$ cat config.mk
export PLATFORM = sky130hd
export DESIGN_NAME = json_string_unescape
export DESIGN_NICKNAME = d
export VERILOG_FILES = /design/src/rtl/jsu_pkg.sv /design/src/rtl/jsu_front.sv /design/src/rtl/jsu_queue.sv /design/src/rtl/jsu_back.sv /design/src/rtl/json_string_unescape.sv
export SDC_FILE = /design/constraint.sdc
export NUM_CORES = 1
export LEC_CHECK = 0
export CAP_MARGIN = 5
export CORE_ASPECT_RATIO = 0.75
export CORE_MARGIN = 3
export CORE_UTILIZATION = 45
export DETAILED_ROUTE_END_ITERATION = 8
export DONT_BUFFER_PORTS = 1
export PLACE_DENSITY = 0.62
export RECOVER_POWER = 25
export SETUP_SLACK_MARGIN = 0.2
export SYNTH_ARGS = -nofsm -noshare
export SYNTH_HDL_FRONTEND = slang
export SYNTH_SLANG_ARGS = --single-unit
$ cat constraint.sdc
create_clock -name clk -period 6.6 [get_ports clk]
set_input_delay 0.99 -clock clk [delete_from_list [all_inputs] [get_ports clk]]
set_output_delay 0.99 -clock clk [all_outputs]
set_load 0.05 [all_outputs]
$ cat src/rtl/jsu_pkg.sv
// Shared types, constants and helpers for the JSON string unescape block.
package jsu_pkg;

  typedef enum logic [1:0] {
    MODE_IDLE = 2'd0,
    MODE_TEXT = 2'd1,
    MODE_ESC  = 2'd2,
    MODE_HEX  = 2'd3
  } mode_t;

  localparam logic [7:0] CH_QUOTE = 8'h22;
  localparam logic [7:0] CH_BSLASH = 8'h5C;
  localparam logic [7:0] CH_N = 8'h6E;
  localparam logic [7:0] CH_T = 8'h74;
  localparam logic [7:0] CH_R = 8'h72;
  localparam logic [7:0] CH_U = 8'h75;
  localparam logic [7:0] CH_LF = 8'h0A;
  localparam logic [7:0] CH_TAB = 8'h09;

  localparam logic [15:0] CP_ONE_LIMIT = 16'h0080;
  localparam logic [15:0] CP_TWO_LIMIT = 16'h0800;
  localparam logic [7:0] UTF_LEAD2 = 8'hC0;
  localparam logic [7:0] UTF_LEAD3 = 8'hE0;
  localparam logic [7:0] UTF_CONT = 8'h80;
  localparam logic [7:0] UTF_MASK6 = 8'h3F;

  localparam int QUEUE_DEPTH = 4;
  localparam int QUEUE_AW = $clog2(QUEUE_DEPTH);

  typedef struct packed {
    logic [2:0][7:0] bytes;
    logic [1:0] count;
    logic finish;
  } rec_t;

  function automatic logic is_hex(input logic [7:0] c);
    return (c >= 8'h30 && c <= 8'h39) || (c >= 8'h61 && c <= 8'h66) ||
           (c >= 8'h41 && c <= 8'h46);
  endfunction

  function automatic logic [3:0] hex_nibble(input logic [7:0] c);
    logic [3:0] v;
    if (c >= 8'h30 && c <= 8'h39) begin
      v = c[3:0];
    end else begin
      v = c[3:0] + 4'd9;
    end
    return v;
  endfunction

endpackage

$ cat src/rtl/jsu_front.sv
// Front end: tracks string and escape state and classifies each byte into a record.
module jsu_front (
  input  logic clk,
  input  logic rst,
  input  logic accept,
  input  logic [7:0] data_byte,
  input  logic start_of_string,
  input  logic end_of_buffer,
  output logic rec_push,
  output jsu_pkg::rec_t rec
);
  import jsu_pkg::*;

  mode_t mode, mode_next;
  logic [1:0] taken, taken_next;
  logic [15:0] acc, acc_next;
  logic ended, ended_next;

  logic [15:0] acc_upd;
  logic ended_upd;
  logic digit_ok;

  assign digit_ok = !ended && is_hex(data_byte);
  assign acc_upd = digit_ok ? {acc[11:0], hex_nibble(data_byte)} : acc;
  assign ended_upd = !digit_ok;

  always_comb begin
    mode_next = mode;
    taken_next = taken;
    acc_next = acc;
    ended_next = ended;
    if (start_of_string) begin
      taken_next = '0;
      acc_next = '0;
      ended_next = 1'b0;
      mode_next = (data_byte == CH_QUOTE && !end_of_buffer) ? MODE_TEXT : MODE_IDLE;
    end else begin
      unique case (mode)
        MODE_TEXT: begin
          if (end_of_buffer || data_byte == CH_QUOTE) begin
            mode_next = MODE_IDLE;
          end else if (data_byte == CH_BSLASH) begin
            mode_next = MODE_ESC;
          end
        end
        MODE_ESC: begin
          if (end_of_buffer) begin
            mode_next = MODE_IDLE;
          end else if (data_byte == CH_U) begin
            mode_next = MODE_HEX;
            taken_next = '0;
            acc_next = '0;
            ended_next = 1'b0;
          end else begin
            mode_next = MODE_TEXT;
          end
        end
        MODE_HEX: begin
          if (end_of_buffer || taken == 2'd3) begin
            mode_next = end_of_buffer ? MODE_IDLE : MODE_TEXT;
            taken_next = '0;
            acc_next = '0;
            ended_next = 1'b0;
          end else begin
            taken_next = taken + 2'd1;
            acc_next = acc_upd;
            ended_next = ended_upd;
          end
        end
        default: begin
          mode_next = MODE_IDLE;
        end
      endcase
    end
  end

  always_comb begin
    rec = '0;
    if (start_of_string) begin
      rec.finish = (data_byte != CH_QUOTE) || end_of_buffer;
    end else begin
      unique case (mode)
        MODE_TEXT: begin
          if (data_byte == CH_QUOTE) begin
            rec.finish = 1'b1;
          end else if (data_byte == CH_BSLASH) begin
            if (end_of_buffer) begin
              rec.bytes[0] = data_byte;
              rec.count = 2'd1;
              rec.finish = 1'b1;
            end
          end else begin
            rec.bytes[0] = data_byte;
            rec.count = 2'd1;
            rec.finish = end_of_buffer;
          end
        end
        MODE_ESC: begin
          rec.finish = end_of_buffer;
          if (data_byte == CH_N) begin
            rec.bytes[0] = CH_LF;
            rec.count = 2'd1;
          end else if (data_byte == CH_T) begin
            rec.bytes[0] = CH_TAB;
            rec.count = 2'd1;
          end else if (data_byte != CH_R && data_byte != CH_U) begin
            rec.bytes[0] = data_byte;
            rec.count = 2'd1;
          end
        end
        MODE_HEX: begin
          rec.finish = end_of_buffer;
          if (taken == 2'd3) begin
            if (acc_upd < CP_ONE_LIMIT) begin
              rec.bytes[0] = acc_upd[7:0];
              rec.count = 2'd1;
            end else if (acc_upd < CP_TWO_LIMIT) begin
              rec.bytes[0] = UTF_LEAD2 | {3'b000, acc_upd[10:6]};
              rec.bytes[1] = UTF_CONT | ({2'b00, acc_upd[5:0]} & UTF_MASK6);
              rec.count = 2'd2;
            end else begin
              rec.bytes[0] = UTF_LEAD3 | {4'b0000, acc_upd[15:12]};
              rec.bytes[1] = UTF_CONT | ({2'b00, acc_upd[11:6]} & UTF_MASK6);
              rec.bytes[2] = UTF_CONT | ({2'b00, acc_upd[5:0]} & UTF_MASK6);
              rec.count = 2'd3;
            end
          end
        end
        default: begin
          rec = '0;
        end
      endcase
    end
  end

  assign rec_push = accept && (rec.count != 2'd0 || rec.finish);

  always_ff @(posedge clk) begin
    if (rst) begin
      mode <= MODE_IDLE;
      taken <= '0;
      acc <= '0;
      ended <= 1'b0;
    end else if (accept) begin
      mode <= mode_next;
      taken <= taken_next;
      acc <= acc_next;
      ended <= ended_next;
    end
  end

endmodule

$ cat src/rtl/jsu_queue.sv
// Short record queue between the front end and the output serializer.
module jsu_queue (
  input  logic clk,
  input  logic rst,
  input  logic wr_en,
  input  jsu_pkg::rec_t wr_data,
  output logic full,
  input  logic rd_en,
  output jsu_pkg::rec_t rd_data,
  output logic rd_valid
);
  import jsu_pkg::*;

  rec_t entries [QUEUE_DEPTH];
  logic [QUEUE_AW-1:0] wr_ptr;
  logic [QUEUE_AW-1:0] rd_ptr;
  logic [QUEUE_AW:0] fill;

  assign full = (fill == (QUEUE_AW + 1)'(QUEUE_DEPTH));
  assign rd_valid = (fill != '0);
  assign rd_data = entries[rd_ptr];

  always_ff @(posedge clk) begin
    if (wr_en) begin
      entries[wr_ptr] <= wr_data;
    end
  end

  always_ff @(posedge clk) begin
    if (rst) begin
      wr_ptr <= '0;
      rd_ptr <= '0;
      fill <= '0;
    end else begin
      if (wr_en) begin
        wr_ptr <= wr_ptr + 1'b1;
      end
      if (rd_en) begin
        rd_ptr <= rd_ptr + 1'b1;
      end
      fill <= fill + (QUEUE_AW + 1)'(wr_en) - (QUEUE_AW + 1)'(rd_en);
    end
  end

endmodule

$ cat src/rtl/jsu_back.sv
// Back end: walks each record one byte a cycle into the output register when it is free or popped.
module jsu_back (
  input  logic clk,
  input  logic rst,
  input  jsu_pkg::rec_t rec,
  input  logic rec_valid,
  output logic rec_pop,
  input  logic pop,
  output logic empty,
  output logic [7:0] out_byte,
  output logic byte_valid,
  output logic string_done,
  output logic run_last
);
  import jsu_pkg::*;

  logic [1:0] idx;
  logic out_valid;
  logic load;
  logic last;

  assign last = (rec.count == 2'd0) || (idx == rec.count - 2'd1);
  assign load = rec_valid && (!out_valid || pop);
  assign rec_pop = load && last;
  assign empty = !out_valid;

  always_ff @(posedge clk) begin
    if (load) begin
      byte_valid <= (rec.count != 2'd0);
      out_byte <= (rec.count != 2'd0) ? rec.bytes[idx] : 8'h00;
      string_done <= rec.finish && last;
      run_last <= last;
    end
  end

  always_ff @(posedge clk) begin
    if (rst) begin
      idx <= '0;
      out_valid <= 1'b0;
    end else begin
      if (load) begin
        out_valid <= 1'b1;
        idx <= last ? 2'd0 : idx + 2'd1;
      end else if (pop) begin
        out_valid <= 1'b0;
      end
    end
  end

endmodule

$ cat src/rtl/json_string_unescape.sv
// Top level of the streaming JSON string unescape decoder.
// Input side: present data_byte, start_of_string and end_of_buffer with push;
// a word is taken on a clock edge with push high and full low.
// Output side: while empty is low, the oldest result sits on out_byte,
// byte_valid, string_done and run_last; pop high takes it.
// Each input word yields zero to three results; run_last marks the final one
// of a word and string_done marks the end of a string.
// A word's record enters the queue on the edge that takes the word, then the output register.
// Throughput: one input word per cycle while full stays low and each yields at most one result;
// a \u sequence that encodes to two or three UTF-8 bytes holds the output
// serializer for one result per byte, and the four-entry record queue absorbs it.
// When pop stays low, the output register holds, the queue fills and full rises.
// Reset (rst, synchronous) returns the decoder to idle and empties the queue.
module json_string_unescape (
  input  logic clk,
  input  logic rst,
  input  logic push,
  output logic full,
  input  logic [7:0] data_byte,
  input  logic start_of_string,
  input  logic end_of_buffer,
  output logic empty,
  input  logic pop,
  output logic [7:0] out_byte,
  output logic byte_valid,
  output logic string_done,
  output logic run_last
);
  import jsu_pkg::*;

  rec_t front_rec;
  rec_t head_rec;
  logic rec_push;
  logic rec_pop;
  logic head_valid;
  logic accept;

  assign accept = push && !full;

  jsu_front u_front (
    .clk(clk),
    .rst(rst),
    .accept(accept),
    .data_byte(data_byte),
    .start_of_string(start_of_string),
    .end_of_buffer(end_of_buffer),
    .rec_push(rec_push),
    .rec(front_rec)
  );

  jsu_queue u_queue (
    .clk(clk),
    .rst(rst),
    .wr_en(rec_push),
    .wr_data(front_rec),
    .full(full),
    .rd_en(rec_pop),
    .rd_data(head_rec),
    .rd_valid(head_valid)
  );

  jsu_back u_back (
    .clk(clk),
    .rst(rst),
    .rec(head_rec),
    .rec_valid(head_valid),
    .rec_pop(rec_pop),
    .pop(pop),
    .empty(empty),
    .out_byte(out_byte),
    .byte_valid(byte_valid),
    .string_done(string_done),
    .run_last(run_last)
  );

endmodule

Yosys cells after proc, flatten, opt, wreduce, memory -nomap -nowiden
Memory sizes are Yosys's and may differ from the RTL's. A register that Yosys moved wholly into a read port is not among the register bits.
Index checks and enable logic that the tools add are counted.
{ "totals": {"ff_bits": 42, "mem_bits_rw": 108, "output_inout_bits": 13, "mem_count": 1} }
{ "memory_table": {"columns": ["memory", "depth", "word_bits", "rd", "rd_ports_with_merged_regs", "wr", "line_no", "rtl"], "rows": [
  ["u_queue.entries", 4, 27, 1, 1, 1, "jsu_queue.sv:14", "rec_t entries [QUEUE_DEPTH];"]
]} }
{ "op_classes": {"n_addsub": 8, "n_lt_le_gt_ge": 9, "eq_ne": 18, "mux": 51, "n_reduce_logical": 32} }
{ "op_table": {"columns": ["operator", "n"], "rows": [
  ["$mux W16", 8],
  ["$mux W26", 2],
  ["$mux W10", 5],
  ["$pmux W11 S3", 1],
  ["$eq A8 B7 Y1 const B", 4],
  ["$pmux W16 S2", 1],
  ["$mux W2", 13],
  ["$mux W11", 2],
  ["$bmux W8 S2", 1],
  ["$ge A8 B7 Y1 const B", 2],
  ["$le A8 B7 Y1 const B", 2],
  ["$lt A16 B12 Y1 const B", 1],
  ["$lt A16 B8 Y1 const B", 1],
  ["$mux W8", 2],
  ["$ne A8 B7 Y1 const B", 2],
  ["$mux W1", 12],
  ["$logic_and A1 B1 Y1", 11],
  ["$add A2 B1 Y2 const B", 4],
  ["$eq A8 B6 Y1 const B", 1],
  ["$ge A8 B6 Y1 const B", 1],
  ["$le A8 B6 Y1 const B", 1],
  ["$logic_or A1 B1 Y1", 8],
  ["$ne A8 B6 Y1 const B", 1],
  ["$eq A2 B2 Y1 const B", 3],
  ["21 further kinds", 29]
]} }

Depth between registers and ports, before layout
{ "logic_depth": {"word_depth": 17, "depth_mapped": 17, "depth_no_buf": 14} }

Hierarchy
From an unflattened synthesis, not the netlist that was laid out.
{ "unflattened": {"cells_unflattened": 533, "hier_area_um2": 7213.2} }
{ "modules_own_cells": {"columns": ["module", "instances", "cells_each", "area_each_um2"], "rows": [
  ["jsu_queue", 1, 183, 4384.2],
  ["jsu_front", 1, 274, 2063.2],
  ["jsu_back", 1, 75, 752.0],
  ["json_string_unescape", 1, 1, 13.8]
]} }

Least setup slack after synthesis
No wires, ideal clock.
{ "synth_path": {"path_kind": "register to register", "startpoint": "reg (tool-made name)", "endpoint": "reg u_queue.fill[2]", "setup_ns": 0.128, "t_arrival_ns": 3.370, "required_time_ns": 6.472, "setup_slack_ns": 3.102, "path_stages_with_launch": 18, "synth_period_minus_slack_ns": 3.498, "cell_sequence": "dfxtp_1 -> buf_2 -> buf_2 -> mux4_2 -> inv_1 -> ha_1 -> clkbuf_1 -> inv_1 -> o21ai_1 -> and2_1 -> ha_1 -> inv_1 -> ha_1 -> inv_1 -> fa_1 -> xor2_1 -> xnor2_1 -> nor2_1"} }
{ "synth_rtl": {"columns": ["element", "line_no", "rtl"], "rows": [
  ["end signal: assignment", "jsu_queue.sv:41", "fill <= fill + (QUEUE_AW + 1)'(wr_en) - (QUEUE_AW + 1)'(rd_en);"],
  ["end: declaration", "jsu_queue.sv:17", "logic [QUEUE_AW:0] fill;"]
]} }

==> flow_summary.json <==
{
  "status": "complete, but fails checks",
  "violations": "capacitance limit, slew limit",
  "sw_frac_of_total": 0.2871,
  "port_buffers": 0,
  "p_sw_uw": 722.1,
  "cts.clk_slew.worst_paths_ns": 0.06,
  "synthDistinctLibCells": 74,
  "ir_drop_mv": 0.1542,
  "ff_latch_area_um2": 3994,
  "worst_slew_pin_slew_ns": 1.749,
  "grt_max_degree": 33,
  "numCtsBuffers": 17,
  "drv_slew": 28,
  "std_cell_rows": 38,
  "path_max_fanout": 25,
  "required_ns": 6.90,
  "syn_nets": 576,
  "wl_um": 15780,
  "io_pins": 27,
  "worstSetupEndpointType": "register",
  "postCtsSetupRepairBufs": 0,
  "grt_first_pass_wirelength_um": 24880,
  "start_kind": "register",
  "die_area_um2": 17070,
  "fin_skew_ns": 0.01737,
  "cts.repair.resized": 0,
  "drive_gt1_frac": 0.1372,
  "power_density_nw_per_um2": 329.0,
  "finish.utilization": 0.5153,
  "drtIter0Drc": 461,
  "areaGrowthSynthToFinish_pct": 9.402,
  "clock_sinks": 144,
  "hold_path.class": "register to register",
  "synth_flop_cell": "edfxtp_1",
  "grt_antenna_before_repair": 0,
  "syn_avg_cell_area_um2": 12.73,
  "fmax_mhz": 214.4,
  "p_seq_frac": 0.494,
  "cp_cell_sequence": "mux4_2, inv_1, ha_1, xnor2_1, o21ai_0, and2_1, ha_1, inv_1, ha_1, inv_1, fa_1, xor2_1, xnor2_1, nor2_1",
  "drt-pass1-iter-count": 5,
  "slew_headroom": -0.1676,
  "chipWidth_um": 149.9,
  "clk_latency_ns": 0.41,
  "worstPathArrival_ns": 4.97,
  "crit_slowest_cell": "dfxtp_1",
  "period_needed_ns": 4.664,
  "drc_errors": 0,
  "finalCritPeriodShare": 0.7067,
  "grt_pass1_vias": 4390,
  "core-area_um2": 14830,
  "h-tree-depth": 4,
  "hold_violations": 0,
  "yosys_warnings": 0,
  "rsz0062_at_grt": "false",
  "clockBufferDepth": 2,
  "seq_area_frac_synth": 0.5716,
  "leakagePower_uw": 0.002556,
  "fill_cells": 1279,
  "critical_path_class": "register to register",
  "initial_utilization": 0.4710,
  "cts_tree": "yes",
  "vias": 4571,
  "drv_cap": 2,
  "antenna_cells": 0,
  "p_clk_frac": 0.377,
  "p_int_uw": 1793,
  "final_common_cell": "edfxtp_1",
  "wl_per_cell_um": 20.92,
  "most-common-layout-cells": "111 x edfxtp_1, 56 x nor2_1, 38 x a21oi_1",
  "netlist_area_um2": 6987,
  "multi_input_area_um2": 2674,
  "dpl.hpwl_um": 10760,
  "clockRootBuffer": "clkbuf_16",
  "synthCells": 549,
  "synth_edf_count": 111,
  "avgViaCountPerCell": 6.062,
  "finalSetupViolCount": 0,
  "die_height_um": 113.9,
  "grt-ovfl-total": 0,
  "ant_nets": 0,
  "ys_ff_latch": 144,
  "critPathMaxStageDelay_ns": 1.50,
  "power.total_uw": 2515,
  "grt_usage": 0.1924,
  "p_comb_frac": 0.129,
  "synth-async-reset-ratio": 0,
  "fin_tns_setup_ns": 0,
  "finalNetCount": 569,
  "cts-hold-fix-buffers": 0,
  "gp_congestion": 0.9458
}
-- cell usage after synthesis, drive strengths merged, types with 8 or more instances --
master / count / area (um^2)
a21oi: 39 / 198.9
a22oi: 13 / 97.59
and2: 9 / 56.30
buf: 17 / 103.9
clkbuf: 15 / 56.30
dfxtp: 33 / 660.6
edfxtp: 111 / 3333
ha: 12 / 150.1
inv: 25 / 93.84
mux2i: 17 / 170.2
mux4: 25 / 563.0
nand2: 27 / 103.9
nand3: 17 / 95.09
nor2: 57 / 237.7
nor3: 8 / 45.04
o211ai: 12 / 90.09
o21ai: 22 / 117.6
-- power by group through the flow --
stage / Clock (uW) / Combinational (uW) / Sequential [uW]
4_1_cts: 965 / 330 / 1250
2_1_floorplan: 0 / 293 / 1220
3_3_place_gp: 0 / 321 / 1260
5_1_grt: 1010 / 361 / 1260
3_5_place_dp: 0 / 328 / 1270
6_report: 948 / 323 / 1240
-- critical path: cells and delay by family, from the launching register on --
kind,cells,cell delay [ns]
multiplexers,1,0.67
buffers and inverters,3,0.19
AND/OR/NAND/NOR,2,0.30
adder cells (fa/ha/maj),4,1.02
AO/OA/AOI/OAI,1,0.47
XOR/XNOR,3,0.42
flip-flops,1,1.50
-- metrics by stage --
stage | hold WS [ns] | instances | area [um^2] | setup WS (ns)
floorplan | 0.4356 | 549 | 6987 | 3.102
global placement | 0.4362 | 723 | 7128 | 2.697
global route | 0.5122 | 754 | 7644 | 1.486
CTS | 0.4601 | 754 | 7719 | 2.607
detailed placement | 0.4498 | 723 | 7128 | 2.617
finish | 0.4631 | 754 | 7644 | 1.936
-- cells by family after synthesis --
logic type	synth area share
adder cells (fa/ha/maj)	0.02435
XOR/XNOR	0.01003
AND/OR/NAND/NOR	0.1198
buffers and inverters	0.03635
AO/OA/AOI/OAI	0.1280
flip-flops	0.5716
multiplexers	0.1098
-- worst paths after layout --
| check | start | end | slack, ns | cells past startpoint |
|---|---|---|---|---|
| worst min-delay path | u_front.taken[1] | u_front.taken[1] | 0.46 | 2 |
| worst min register to register | u_front.taken[1] | u_front.taken[1] | 0.46 | 2 |
| worst max-delay path | register | u_queue.fill[2] | 1.94 | 14 |
| worst max register to register | register | u_queue.fill[2] | 1.94 | 14 |
-- sequential cells by signal, summed over array words and instances, names as in the netlist, named ones only --
name / cells
u_queue.entries: 100
u_front.acc: 16
u_back.out_byte: 8
u_queue.fill: 3
u_back.idx: 2
u_front.mode: 2
u_front.taken: 2
u_queue.rd_ptr: 2
u_queue.wr_ptr: 2
u_back.byte_valid: 1
u_back.out_valid: 1
u_back.run_last: 1
u_back.string_done: 1
u_front.ended: 1
-- cell type report --
type                            instances  share of cell area
Sequential cell                       144              0.5225
Tap cell                              200             0.03274
Timing Repair Buffer                    6            0.005402
Multi-Input combinational cell        348              0.3498
Clock inverter                         14             0.02161
Inverter                               25             0.01228
Clock buffer                           17             0.05566
-- routing by layer --
layer	global-route usage	vias to the layer above	routed length [um]
li1	-	2080	-
met1	0.3016	2283	7699
met2	0.2684	195	6686
met3	0.04369	13	1201
met4	0.05363	0	189
met5	0	-	0
Note: power is estimated with default switching activity, not from simulation.
